**src/rtl/core/pja_pkg.sv**
```systemverilog
package pja_pkg;

    localparam int SUM_BITS       = 48;
    localparam int JITTER_BITS    = 32;
    localparam int FACTOR_BITS    = 16;
    localparam int FACTOR_FRAC    = 12;
    localparam logic [FACTOR_BITS-1:0] FACTOR_RESET = 16'd5325;

    localparam int CFG_INDEX_BITS = 3;
    localparam logic [CFG_INDEX_BITS-1:0] CFG_WINDOW_START = 3'd0;
    localparam logic [CFG_INDEX_BITS-1:0] CFG_WINDOW_END   = 3'd1;
    localparam logic [CFG_INDEX_BITS-1:0] CFG_PERIOD_MIN   = 3'd2;
    localparam logic [CFG_INDEX_BITS-1:0] CFG_PERIOD_MAX   = 3'd3;
    localparam logic [CFG_INDEX_BITS-1:0] CFG_MAX_FACTOR   = 3'd4;

    typedef enum logic [2:0] {
        ST_IDLE,
        ST_PERIOD,
        ST_RATIO,
        ST_ACCUM,
        ST_DIV_START,
        ST_DIVIDE,
        ST_LOAD
    } pja_state_t;

    typedef struct packed {
        logic take_input;
        logic calc_period;
        logic calc_ratio;
        logic accumulate;
        logic div_start;
        logic div_step;
        logic load_out;
    } pja_cmd_t;

    typedef struct packed {
        logic last_pulse;
        logic div_done;
    } pja_status_t;

endpackage

```
**src/rtl/core/pja_interfaces.sv**
```systemverilog
interface pja_pulse_if #(parameter int TIME_BITS = 32);
    logic                 valid;
    logic                 ready;
    logic [TIME_BITS-1:0] pulse_time;
    logic                 last_pulse;

    modport source (output valid, pulse_time, last_pulse, input ready);
    modport sink   (input valid, pulse_time, last_pulse, output ready);
endinterface

interface pja_result_if #(parameter int COUNT_BITS = 16);
    logic                             valid;
    logic                             ready;
    logic [pja_pkg::JITTER_BITS-1:0]  jitter_abs;
    logic                             is_defined;
    logic [COUNT_BITS-1:0]            valid_pairs;

    modport source (output valid, jitter_abs, is_defined, valid_pairs, input ready);
    modport sink   (input valid, jitter_abs, is_defined, valid_pairs, output ready);
endinterface

interface pja_cfg_if #(parameter int DATA_BITS = 32);
    logic                                valid;
    logic                                ready;
    logic [pja_pkg::CFG_INDEX_BITS-1:0]  index;
    logic [DATA_BITS-1:0]                data;

    modport source (output valid, index, data, input ready);
    modport sink   (input valid, index, data, output ready);
endinterface

```
**src/rtl/core/pulse_jitter_absolute_core.sv**
```systemverilog
// Mean absolute jitter of a pulse stream. Pulse timestamps arrive on the pulse
// channel; those outside the configured window are dropped (an end not after
// the start opens the window fully). Adjacent period pairs that pass the period
// limits and the ratio limit add their absolute difference to a 48-bit sum.
// The pulse flagged last produces one result transfer: the mean difference in
// ticks with FRAC_BITS fraction bits (saturating at 32 bits), a defined flag
// and the pair count; the stream state then starts over. Each pulse passes
// through the steps accept, period, ratio multiply and accumulate in order. A
// last pulse then runs the bit-serial divider and waits for the result
// register to drain. Configuration writes are taken in any cycle but should
// only be made while the block is idle.
module pulse_jitter_absolute_core #(
    parameter int TIME_BITS   = 32,
    parameter int PERIOD_BITS = 24,
    parameter int COUNT_BITS  = 16,
    parameter int FRAC_BITS   = 8
) (
    input  logic         clk,
    input  logic         rst_n,
    pja_pulse_if.sink    pulse,
    pja_result_if.source result,
    pja_cfg_if.sink      cfg
);
    import pja_pkg::*;

    localparam int CFG_BITS_A = (TIME_BITS > PERIOD_BITS) ? TIME_BITS : PERIOD_BITS;
    localparam int CFG_BITS   = (CFG_BITS_A > FACTOR_BITS) ? CFG_BITS_A : FACTOR_BITS;

    pja_cmd_t    cmd;
    pja_status_t status;
    logic        cfg_we;

    assign cfg.ready = 1'b1;
    assign cfg_we    = cfg.valid;

    pja_controller u_ctrl (
        .clk         (clk),
        .rst_n       (rst_n),
        .pulse_valid (pulse.valid),
        .pulse_ready (pulse.ready),
        .out_valid   (result.valid),
        .out_ready   (result.ready),
        .status      (status),
        .cmd         (cmd)
    );

    pja_datapath #(
        .TIME_BITS   (TIME_BITS),
        .PERIOD_BITS (PERIOD_BITS),
        .COUNT_BITS  (COUNT_BITS),
        .FRAC_BITS   (FRAC_BITS),
        .CFG_BITS    (CFG_BITS)
    ) u_dp (
        .clk         (clk),
        .rst_n       (rst_n),
        .cmd         (cmd),
        .status      (status),
        .cfg_we      (cfg_we),
        .cfg_index   (cfg.index),
        .cfg_data    (cfg.data),
        .pulse_time  (pulse.pulse_time),
        .last_pulse  (pulse.last_pulse),
        .jitter_abs  (result.jitter_abs),
        .is_defined  (result.is_defined),
        .valid_pairs (result.valid_pairs)
    );

endmodule

```
**src/rtl/core/pja_datapath.sv**
```systemverilog
module pja_datapath #(
    parameter int TIME_BITS   = 32,
    parameter int PERIOD_BITS = 24,
    parameter int COUNT_BITS  = 16,
    parameter int FRAC_BITS   = 8,
    parameter int CFG_BITS    = 32
) (
    input  logic                                clk,
    input  logic                                rst_n,
    input  pja_pkg::pja_cmd_t                   cmd,
    output pja_pkg::pja_status_t                status,
    input  logic                                cfg_we,
    input  logic [pja_pkg::CFG_INDEX_BITS-1:0]  cfg_index,
    input  logic [CFG_BITS-1:0]                 cfg_data,
    input  logic [TIME_BITS-1:0]                pulse_time,
    input  logic                                last_pulse,
    output logic [pja_pkg::JITTER_BITS-1:0]     jitter_abs,
    output logic                                is_defined,
    output logic [COUNT_BITS-1:0]               valid_pairs
);
    import pja_pkg::*;

    localparam int WIDE_BITS     = (TIME_BITS > PERIOD_BITS) ? TIME_BITS : PERIOD_BITS;
    localparam int PROD_BITS     = FACTOR_BITS + PERIOD_BITS;
    localparam int DIVIDEND_BITS = SUM_BITS + FRAC_BITS;
    localparam int STEP_BITS     = $clog2(DIVIDEND_BITS + 1);
    localparam logic [PERIOD_BITS-1:0] PERIOD_SAT = '1;
    localparam logic [COUNT_BITS-1:0]  COUNT_SAT  = '1;

    // configuration
    logic [TIME_BITS-1:0]   window_start_reg;
    logic [TIME_BITS-1:0]   window_end_reg;
    logic [PERIOD_BITS-1:0] period_min_reg;
    logic [PERIOD_BITS-1:0] period_max_reg;
    logic [FACTOR_BITS-1:0] max_factor_reg;

    // stream state
    logic [TIME_BITS-1:0]   previous_time_reg;
    logic [PERIOD_BITS-1:0] previous_period_reg;
    logic [1:0]             points_seen_reg;
    logic [SUM_BITS-1:0]    difference_sum_reg;
    logic [COUNT_BITS-1:0]  pair_count_reg;

    // per-pulse work registers
    logic [TIME_BITS-1:0]   time_reg;
    logic                   last_reg;
    logic                   pass_reg;
    logic [PERIOD_BITS-1:0] period_reg;
    logic [PERIOD_BITS-1:0] big_reg;
    logic [PERIOD_BITS-1:0] delta_reg;
    logic [PROD_BITS-1:0]   product_reg;
    logic                   range_ok_reg;
    logic                   small_zero_reg;

    // divider
    logic [DIVIDEND_BITS-1:0] quo_reg;
    logic [COUNT_BITS-1:0]    rem_reg;
    logic [COUNT_BITS-1:0]    divisor_reg;
    logic [STEP_BITS-1:0]     step_reg;

    // result
    logic [JITTER_BITS-1:0] jitter_reg;
    logic                   defined_reg;
    logic [COUNT_BITS-1:0]  pairs_reg;

    logic                   accept_all;
    logic                   in_window;
    logic [TIME_BITS-1:0]   elapsed;
    logic [WIDE_BITS-1:0]   elapsed_wide;
    logic [PERIOD_BITS-1:0] period_calc;
    logic [PERIOD_BITS-1:0] big_calc;
    logic [PERIOD_BITS-1:0] small_calc;
    logic                   range_ok;
    logic                   checks_off;
    logic                   ratio_ok;
    logic                   pair_ok;
    logic [SUM_BITS:0]      sum_wide;
    logic [COUNT_BITS:0]    rem_shift;
    logic                   rem_fits;
    logic [JITTER_BITS-1:0] jitter_calc;

    assign accept_all = window_end_reg <= window_start_reg;
    assign in_window  = (pulse_time >= window_start_reg) && (pulse_time <= window_end_reg);

    always_comb
    begin
        elapsed = '0;
        if (points_seen_reg != 2'd0 && time_reg >= previous_time_reg)
        begin
            elapsed = time_reg - previous_time_reg;
        end
        elapsed_wide = WIDE_BITS'(elapsed);
        if (elapsed_wide > WIDE_BITS'(PERIOD_SAT))
        begin
            period_calc = PERIOD_SAT;
        end
        else
        begin
            period_calc = PERIOD_BITS'(elapsed_wide);
        end
    end

    always_comb
    begin
        if (previous_period_reg > period_reg)
        begin
            big_calc   = previous_period_reg;
            small_calc = period_reg;
        end
        else
        begin
            big_calc   = period_reg;
            small_calc = previous_period_reg;
        end
    end

    assign range_ok = (previous_period_reg >= period_min_reg) &&
                      (previous_period_reg <= period_max_reg) &&
                      (period_reg >= period_min_reg) && (period_reg <= period_max_reg);

    assign checks_off = period_min_reg == period_max_reg;
    assign ratio_ok   = (PROD_BITS'(big_reg) << FACTOR_FRAC) <= product_reg;
    assign pair_ok    = checks_off || (range_ok_reg && !small_zero_reg && ratio_ok);
    assign sum_wide   = {1'b0, difference_sum_reg} + (SUM_BITS + 1)'(delta_reg);

    assign rem_shift = {rem_reg, quo_reg[DIVIDEND_BITS-1]};
    assign rem_fits  = rem_shift >= {1'b0, divisor_reg};

    // quotient beyond the output range saturates
    assign jitter_calc = (|quo_reg[DIVIDEND_BITS-1:JITTER_BITS]) ? '1
                                                                  : quo_reg[JITTER_BITS-1:0];

    always_ff @(posedge clk or negedge rst_n)
    begin
        if (!rst_n)
        begin
            window_start_reg <= '0;
            window_end_reg   <= '0;
            period_min_reg   <= '0;
            period_max_reg   <= '0;
            max_factor_reg   <= FACTOR_RESET;
        end
        else if (cfg_we)
        begin
            case (cfg_index)
                CFG_WINDOW_START: window_start_reg <= TIME_BITS'(cfg_data);
                CFG_WINDOW_END:   window_end_reg   <= TIME_BITS'(cfg_data);
                CFG_PERIOD_MIN:   period_min_reg   <= PERIOD_BITS'(cfg_data);
                CFG_PERIOD_MAX:   period_max_reg   <= PERIOD_BITS'(cfg_data);
                CFG_MAX_FACTOR:   max_factor_reg   <= FACTOR_BITS'(cfg_data);
                default:          ;
            endcase
        end
    end

    always_ff @(posedge clk or negedge rst_n)
    begin
        if (!rst_n)
        begin
            previous_time_reg   <= '0;
            previous_period_reg <= '0;
            points_seen_reg     <= '0;
            difference_sum_reg  <= '0;
            pair_count_reg      <= '0;
            step_reg            <= '0;
        end
        else
        begin
            if (cmd.accumulate && pass_reg)
            begin
                if (points_seen_reg != 2'd0)
                begin
                    previous_period_reg <= period_reg;
                end
                // full counter: further pairs are dropped, not summed
                if (points_seen_reg == 2'd2 && pair_count_reg != COUNT_SAT && pair_ok)
                begin
                    difference_sum_reg <= sum_wide[SUM_BITS] ? '1 : sum_wide[SUM_BITS-1:0];
                    pair_count_reg     <= pair_count_reg + 1'b1;
                end
                previous_time_reg <= time_reg;
                if (points_seen_reg != 2'd2)
                begin
                    points_seen_reg <= points_seen_reg + 2'd1;
                end
            end
            if (cmd.load_out)
            begin
                previous_time_reg   <= '0;
                previous_period_reg <= '0;
                points_seen_reg     <= '0;
                difference_sum_reg  <= '0;
                pair_count_reg      <= '0;
            end
            if (cmd.div_start)
            begin
                step_reg <= STEP_BITS'(DIVIDEND_BITS);
            end
            else if (cmd.div_step && step_reg != '0)
            begin
                step_reg <= step_reg - 1'b1;
            end
        end
    end

    always_ff @(posedge clk)
    begin
        if (cmd.take_input)
        begin
            time_reg <= pulse_time;
            last_reg <= last_pulse;
            pass_reg <= accept_all || in_window;
        end
        if (cmd.calc_period)
        begin
            period_reg <= period_calc;
        end
        if (cmd.calc_ratio)
        begin
            big_reg        <= big_calc;
            delta_reg      <= big_calc - small_calc;
            product_reg    <= PROD_BITS'(max_factor_reg) * PROD_BITS'(small_calc);
            range_ok_reg   <= range_ok;
            small_zero_reg <= small_calc == '0;
        end
        if (cmd.div_start)
        begin
            quo_reg     <= DIVIDEND_BITS'(difference_sum_reg) << FRAC_BITS;
            rem_reg     <= '0;
            divisor_reg <= pair_count_reg;
        end
        else if (cmd.div_step && step_reg != '0)
        begin
            // restoring division, one quotient bit per cycle
            quo_reg <= {quo_reg[DIVIDEND_BITS-2:0], rem_fits};
            rem_reg <= rem_fits ? COUNT_BITS'(rem_shift - {1'b0, divisor_reg})
                                : COUNT_BITS'(rem_shift);
        end
        if (cmd.load_out)
        begin
            defined_reg <= pair_count_reg != '0;
            jitter_reg  <= (pair_count_reg != '0) ? jitter_calc : '0;
            pairs_reg   <= pair_count_reg;
        end
    end

    assign status.last_pulse = last_reg;
    assign status.div_done   = step_reg == '0;

    assign jitter_abs  = jitter_reg;
    assign is_defined  = defined_reg;
    assign valid_pairs = pairs_reg;

`ifndef ASSERT_OFF
    assert property (@(posedge clk) disable iff (!rst_n)
        (pair_count_reg == '0) |-> (difference_sum_reg == '0))
        else $error("difference sum nonzero with no valid pair");

    assert property (@(posedge clk) disable iff (!rst_n)
        (step_reg != '0 && divisor_reg != '0) |-> (rem_reg < divisor_reg))
        else $error("divider remainder not below divisor");
`endif

endmodule

```
**src/rtl/core/pja_controller.sv**
```systemverilog
module pja_controller (
    input  logic                  clk,
    input  logic                  rst_n,
    input  logic                  pulse_valid,
    output logic                  pulse_ready,
    output logic                  out_valid,
    input  logic                  out_ready,
    input  pja_pkg::pja_status_t  status,
    output pja_pkg::pja_cmd_t     cmd
);
    import pja_pkg::*;

    pja_state_t state_reg;
    pja_state_t state_next;
    logic       out_valid_reg;
    logic       out_valid_next;

    always_ff @(posedge clk or negedge rst_n)
    begin
        if (!rst_n)
        begin
            state_reg     <= ST_IDLE;
            out_valid_reg <= 1'b0;
        end
        else
        begin
            state_reg     <= state_next;
            out_valid_reg <= out_valid_next;
        end
    end

    always_comb
    begin
        state_next     = state_reg;
        cmd            = '0;
        pulse_ready    = 1'b0;
        out_valid_next = out_valid_reg && !out_ready;
        case (state_reg)
            ST_IDLE:
            begin
                pulse_ready = 1'b1;
                if (pulse_valid)
                begin
                    cmd.take_input = 1'b1;
                    state_next     = ST_PERIOD;
                end
            end
            ST_PERIOD:
            begin
                cmd.calc_period = 1'b1;
                state_next      = ST_RATIO;
            end
            ST_RATIO:
            begin
                cmd.calc_ratio = 1'b1;
                state_next     = ST_ACCUM;
            end
            ST_ACCUM:
            begin
                cmd.accumulate = 1'b1;
                state_next     = status.last_pulse ? ST_DIV_START : ST_IDLE;
            end
            ST_DIV_START:
            begin
                cmd.div_start = 1'b1;
                state_next    = ST_DIVIDE;
            end
            ST_DIVIDE:
            begin
                cmd.div_step = 1'b1;
                if (status.div_done)
                begin
                    state_next = ST_LOAD;
                end
            end
            ST_LOAD:
            begin
                // result register free or being emptied this cycle
                if (!out_valid_reg || out_ready)
                begin
                    cmd.load_out   = 1'b1;
                    out_valid_next = 1'b1;
                    state_next     = ST_IDLE;
                end
            end
            default:
            begin
                state_next = ST_IDLE;
            end
        endcase
    end

    assign out_valid = out_valid_reg;

`ifndef ASSERT_OFF
    assert property (@(posedge clk) disable iff (!rst_n)
        $rose(out_valid_reg) |-> $past(state_reg == ST_LOAD))
        else $error("result raised outside the load step");

    assert property (@(posedge clk) disable iff (!rst_n)
        (state_reg == ST_DIVIDE && status.div_done) |=> (state_reg == ST_LOAD))
        else $error("finished division not followed by load");
`endif

endmodule

```
**src/flat_wrapper.sv**
```systemverilog
// flat-port wrapper written by rule: the top's interface ports become plain ports
module pulse_jitter_absolute_core_flat import pja_pkg::*;
#(
    parameter int TIME_BITS   = 32,
    parameter int PERIOD_BITS = 24,
    parameter int COUNT_BITS  = 16,
    parameter int FRAC_BITS   = 8
)
  (clk, rst_n, pulse_valid, pulse_pulse_time, pulse_last_pulse, pulse_ready, result_valid, result_jitter_abs, result_is_defined, result_valid_pairs, result_ready, cfg_valid, cfg_index, cfg_data, cfg_ready);
  pja_pulse_if #(.TIME_BITS(TIME_BITS)) pulse_i ();
  pja_result_if #(.COUNT_BITS(COUNT_BITS)) result_i ();
  pja_cfg_if #(.DATA_BITS(32)) cfg_i ();
  input  logic clk;
  input  logic rst_n;
  input wire logic [$bits(pulse_i.valid)-1:0] pulse_valid;
  input wire logic [$bits(pulse_i.pulse_time)-1:0] pulse_pulse_time;
  input wire logic [$bits(pulse_i.last_pulse)-1:0] pulse_last_pulse;
  output wire logic [$bits(pulse_i.ready)-1:0] pulse_ready;
  output wire logic [$bits(result_i.valid)-1:0] result_valid;
  output wire logic [$bits(result_i.jitter_abs)-1:0] result_jitter_abs;
  output wire logic [$bits(result_i.is_defined)-1:0] result_is_defined;
  output wire logic [$bits(result_i.valid_pairs)-1:0] result_valid_pairs;
  input wire logic [$bits(result_i.ready)-1:0] result_ready;
  input wire logic [$bits(cfg_i.valid)-1:0] cfg_valid;
  input wire logic [$bits(cfg_i.index)-1:0] cfg_index;
  input wire logic [$bits(cfg_i.data)-1:0] cfg_data;
  output wire logic [$bits(cfg_i.ready)-1:0] cfg_ready;
  assign pulse_i.valid = pulse_valid;
  assign pulse_i.pulse_time = pulse_pulse_time;
  assign pulse_i.last_pulse = pulse_last_pulse;
  assign pulse_ready = pulse_i.ready;
  assign result_valid = result_i.valid;
  assign result_jitter_abs = result_i.jitter_abs;
  assign result_is_defined = result_i.is_defined;
  assign result_valid_pairs = result_i.valid_pairs;
  assign result_i.ready = result_ready;
  assign cfg_i.valid = cfg_valid;
  assign cfg_i.index = cfg_index;
  assign cfg_i.data = cfg_data;
  assign cfg_ready = cfg_i.ready;
  pulse_jitter_absolute_core #(.TIME_BITS(TIME_BITS), .PERIOD_BITS(PERIOD_BITS), .COUNT_BITS(COUNT_BITS), .FRAC_BITS(FRAC_BITS)) u_core (.clk(clk), .rst_n(rst_n), .pulse(pulse_i), .result(result_i), .cfg(cfg_i));
endmodule
```
**config.mk**
```make
export PLATFORM = sky130hd
export DESIGN_NAME = pulse_jitter_absolute_core_flat
export DESIGN_NICKNAME = d
export VERILOG_FILES = /design/src/rtl/core/pja_pkg.sv /design/src/rtl/core/pja_interfaces.sv /design/src/rtl/core/pulse_jitter_absolute_core.sv /design/src/rtl/core/pja_datapath.sv /design/src/rtl/core/pja_controller.sv /design/src/flat_wrapper.sv
export SDC_FILE = /design/constraint.sdc
export NUM_CORES = 2
export LEC_CHECK = 0
export BUFFER_PORTS_ARGS = -buffer_cell sky130_fd_sc_hd__buf_2
export CAP_MARGIN = 25
export CORE_ASPECT_RATIO = 0.75
export CORE_MARGIN = 8
export CORE_UTILIZATION = 30
export CTS_CLUSTER_DIAMETER = 50
export DETAILED_ROUTE_END_ITERATION = 6
export PLACE_DENSITY = 0.53
export SYNTH_ARGS = -nofsm -noshare
export SYNTH_HDL_FRONTEND = slang
export SYNTH_HIERARCHICAL = 1
export SYNTH_SLANG_ARGS = --single-unit
```
**constraint.sdc**
```tcl
create_clock -name clk -period 21.5 [get_ports clk]
set_input_delay 4.3 -clock clk [delete_from_list [all_inputs] [get_ports clk]]
set_output_delay 4.3 -clock clk [all_outputs]
set_load 0.03 [all_outputs]
```
# == After elaboration in Yosys (flattened, before gate mapping) ==
# Cells that the tools add are included.
# totals
register_bits,545
input_bits,73
out_inout_bits,52
elab_cells,147
# classes
add_sub_neg,7
mul,1
magnitude_cmp,12
n_eq_ne,17
muxes,41
reduce_logical,40
# ops
cell,count
$mux 48,4
$mux 32,4
$mux 24,5
$mux 56,2
$ge 32x32->1,2
$le 32x32->1,2
$mux 16,4
$add 48x24->49,1
$ge 24x24->1,2
$le 24x24->1,2
$le 36x40->1,1
$mul 16x24->40,1
$gt 32x24->1 const B,1
$sub 32x32->32,1
$eq 24x24->1,1
$gt 24x24->1,1
$logic_not 24->1,1
$reduce_or 24->1,1
$sub 24x24->24,1
$pmux 3 s7,1
$ge 17x16->1,1
$add 16x1->16 const B,1
$ne 16x16->1 const B,1
$reduce_and 2->1,8
22 further kinds,69

# == Depth between registers and ports, before layout ==
# depth
depth_word,8
mapped_depth,39
mapped_depth_nobuf,34

# == Hierarchy ==
# The synthesis kept the hierarchy.
# modules_own_cells
mod,n_inst,cells_per_inst,area_each_um2,seq_area_each_um2
pja_datapath,1,4643,44368.8,14732.9
pja_controller,1,30,260.2,100.1
pulse_jitter_absolute_core,1,2,11.3,0.0

# == Worst setup path before layout ==
# Ideal clock, no wire load.
# synth_path
kind,register to register
start,register u_core.u_dp.period_reg[9]
end,"register u_core.u_dp.product_reg[39], data pin"
setup_time_ns,0.260
arrival_ns,8.607
t_required_ns,21.240
slack_ns,12.633
path_stages_with_launch,37
n_path_buf,4
period_less_slack_ns,8.867
cell_sequence,edfxtp_1 -> inv_1 -> ha_1 -> a21o_1 -> a221o_1 -> a221o_1 -> o21ai_2 -> buf_6 -> buf_4 -> buf_4 -> nand2_1 -> o21ai_1 -> clkbuf_1 -> nand2_1 -> fa_1 -> inv_1 -> fa_1 -> inv_1 -> fa_1 -> inv_1 -> fa_1 -> fa_1 -> inv_1 -> fa_1 -> inv_1 -> ha_1 -> a21oi_1 -> o21bai_1 -> a21oi_1 -> o221ai_1 -> or3_1 -> o221a_2 -> a41oi_1 -> a21oi_1 -> a21oi_1 -> o21ai_0 -> xnor2_1
# synth_between
elab_chain_cells,3
# synth_lines
element,line_no,rtl
start: declaration,pja_datapath.sv:48,logic [PERIOD_BITS-1:0] period_reg;
start signal: assignment,pja_datapath.sv:216,period_reg <= period_calc;
$gt 24x24->1,pja_datapath.sv:105,if (previous_period_reg > period_reg)
$mux 24 *,pja_datapath.sv:105,
$mul 16x24->40 *,pja_datapath.sv:222,product_reg <= PROD_BITS'(max_factor_reg) * PROD_BITS'(small_calc);
end signal: assignment,pja_datapath.sv:222,
end: declaration,pja_datapath.sv:51,logic [PROD_BITS-1:0] product_reg;
# Every way passes the cells marked *; elsewhere a longest branch is shown, timed or not.
# A chain may end at the register's enable or synchronous reset.

# == Worst setup path in the final report ==
# layout_path
start,register u_core.u_dp.period_reg[6]
end,"register u_core.u_dp.product_reg[38], data pin"
# Same word-level chain as after synthesis.

==> key figures <==
Run status
  – Outcome: finished clean

STA
  – Tcrit/Tclk final: 48.0%
  – Final Hold Viols: 0
  – Total Neg Setup Slack: 0 ns
  – RSZ-0062 raised after global routing: false
  – Fmax: 96.9 MHz
  – Tmin final: 10.32 ns
  – Slew HR: 28.7%
  – Slew Limit Fails: 0
  – Measured slew at the worst slew-check pin: 1.07 ns
  – Clk_skew: 0.0296 ns
  – Endpoints failing setup: 0

Clock network
  – Clk_lat worst skew: 0.67 ns
  – H-tree depth: 2
  – Clk slew on worst S/H paths: 0.07 ns
  – Resize count post-CTS: 0
  – Clock Tree Root: clkbuf_16
  – Setup Buffers After CTS: 0
  – Maximum root-to-sink buffer count: 3
  – Clock sinks: 545
  – Hold_buf cts: 0
  – CTS buffer count: 59
  – CTS tree: built

Logic synthesis
  – Sequential element share of the synthesized area: 33.2%
  – Syn_area_per_cell: 9.55 µm²
  – EDFF count, synth: 261
  – Post-synth net total: 5488
  – Cells after Synth: 4675
  – Fraction of registers with async set/reset: 47.7%
  – Ys Warns: 6
  – Post-synthesis cell type count: 104
  – Mapped Area: 44600 µm²
  – Most used DFF post-synth: edfxtp_1
  – Yosys reg bits: 545

Hold path
  – Hold path depth: 2
  – HP Start: u_core/u_dp/quo_reg[4]
  – Hold EP: u_core/u_dp/quo_reg[5]
  – HP Class: flip-flop to flip-flop

Critical path
  – Startpoint class of the critical path: flip-flop
  – Reg-to-reg slack, setup: 11.18 ns
  – Worst r2r path cells: 29
  – CP endpoint kind: flip-flop
  – Crit Path Category: flip-flop to flip-flop
  – CP max stage cell: edfxtp_1
  – Buf+Inv Stages, Crit Path: 5
  – Top Family by Delay on Critical Path: adder cells
  – Worst Path Max Fanout: 50
  – Critical Path RT: 21.90 ns
  – CP most frequent cell: fa_1
  – R2R Path Start: u_core/u_dp/period_reg[6]
  – Capturing point of the worst reg2reg path: u_core/u_dp/product_reg[38]
  – Worst path max stage delay: 0.72 ns
  – Arrival time worst endpoint: 10.72 ns

Floorplanning
  – Core footprint: 148000 µm²
  – Initial Util: 30.2%
  – Die area: 162000 µm²
  – I/O pins: 125
  – Die H: 350 µm
  – Die W: 461 µm
  – Row Count: 122

Placed design
  – HPWL after DPL: 97900 µm
  – Gpl congestion: 0.887
  – # port buffers: 123

Layout
  – Layout Nets: 5544
  – Filler cells: 15300
  – Layout cells sized above 1: 8.68%
  – Max FFs per register: 56
  – Synthesis-to-layout area growth: 11.4%

GRT
  – Grt total ovfl: 0
  – First-pass GRT wire length: 202000 µm
  – Global Route Usage Sum: 15.7%
  – Vias in the first global route: 33400
  – Largest net degree at the start of global routing: 89
  – Initial antenna violation count: 4

Routing
  – First-pass DRT Iterations: 5
  – Top routing layer in use: met4
  – Antenna-violating nets left: 0
  – Final wirelength: 129000 µm
  – DR WL met2: 51200 µm
  – Via/cell ratio: 4.98
  – Met3 routed WL: 8120 µm
  – M1 WL: 68000 µm
  – Routed WL per cell: 19.0 µm
  – Drc violations: 0
  – Iter 0 DRT Violations: 2953
  – Vias post-DR: 33700

Job
  – Max Cap Viol: 0
[cell usage after synthesis (all sizes together), types with 15 or more instances]
master / number / area share (%)
o21ai: 287 / 3.3
inv: 610 / 5.1
o211ai: 22 / 0.38
buf: 39 / 0.52
a22o: 25 / 0.49
a311oi: 32 / 0.63
a211oi: 63 / 1.2
nand4: 74 / 1.1
ha: 431 / 12
a21boi: 15 / 0.25
dfrtp: 253 / 14
a21o: 135 / 2.3
nor2: 161 / 1.4
nor2b: 55 / 0.80
and3: 26 / 0.37
edfxtp: 261 / 18
nand2: 645 / 5.4
o21a: 75 / 1.3
nor4: 27 / 0.39
clkbuf: 154 / 1.3
and2: 168 / 2.4
a21oi: 195 / 2.2
xor2: 65 / 1.3
fa: 309 / 14
dfxtp: 24 / 1.1
mux2: 48 / 1.2
nand3: 70 / 0.81
xnor2: 77 / 1.5
nand2b: 44 / 0.62
a31oi: 18 / 0.25
nor3: 70 / 0.81
[worst reg2reg max path, delay by kind of cell (launching register included)]
kind | cells | cell delay (ns)
simple gates | 5 | 1.07
buf+inv | 5 | 0.87
flops | 1 | 0.72
xor+xnor | 1 | 0.14
fa+ha+maj | 8 | 4.06
compound gates | 10 | 3.21
[per-stage QoR]
stage | hold WS (ns) | setup slack, ns | instance area [µm²] | utilization [%] | std cells
2_1_floorplan | 0.426 | 12.63 | 44600 | - | 4675
3_3_place_gp | 0.441 | 11.61 | 47500 | 32.2 | 6643
3_5_place_dp | 0.455 | 11.45 | 47500 | 32.2 | 6646
4_1_cts | 0.461 | 11.41 | 49600 | 33.6 | 6758
5_1_grt | 0.497 | 10.79 | 49700 | 33.7 | 6768
6_report | 0.463 | 11.18 | 49700 | 33.7 | 6769
[worst max-delay path by stage]
stage	from	endpoint	slack, ns	cells after the start
floorplan	u_core/u_dp/period_reg[9]	u_core/u_dp/product_reg[39]	12.63	36
global placement	u_core/u_dp/period_reg[6]	u_core/u_dp/product_reg[39]	11.61	31
detailed placement	u_core/u_dp/period_reg[6]	u_core/u_dp/product_reg[39]	11.45	31
CTS	u_core/u_dp/period_reg[6]	u_core/u_dp/product_reg[38]	11.41	29
global route	u_core/u_dp/period_reg[6]	u_core/u_dp/product_reg[34]	10.79	31
finish	u_core/u_dp/period_reg[6]	u_core/u_dp/product_reg[38]	11.18	29
[cells in the final DEF, fill, tap and decap left out, types with 75 or more instances in the layout]
master,n
xnor2_1,77
ha_1,431
o21a_1,75
and2_1,164
edfxtp_1,261
a21oi_1,192
nor2_1,158
o21ai_0,254
nand2_1,642
fa_1,309
buf_2,122
a21o_1,135
dfrtp_1,253
inv_1,609
[cell families after synthesis]
logic type | synth area share, %
XOR/XNOR | 2.79
flip-flops | 33.2
adder cells (fa/ha/maj) | 25.9
AND/OR/NAND/NOR | 15.1
other | 0.00840
multiplexers | 1.52
AO/OA/AOI/OAI | 14.4
buffers and inverters | 6.94
[cell type report]
class                   instances  area, µm²  share of cell area [%]
inverters                     610       2290                    4.60
flip-flops and latches        545      14800                    29.8
repair buffers                188       1240                    2.49
diodes                          3       7.51                  0.0151
multi-input cells            3327      26800                    53.9
clock inverters                41        459                   0.923
well taps                    1984       2480                    4.99
clock buffers                  71       1610                    3.23
[per-layer routing]
| layer | vias to the layer above | track usage, % |
|---|---|---|
| met1 | 16700 | 25.3 |
| met4 | 0 | 2.39 |
| met5 | - | 0 |
| met3 | 101 | 2.73 |
| li1 | 16100 | - |
| met2 | 831 | 22.0 |
Power is not shown: default switching activity piles up to over one toggle a cycle in this logic, so the estimate is an artifact.
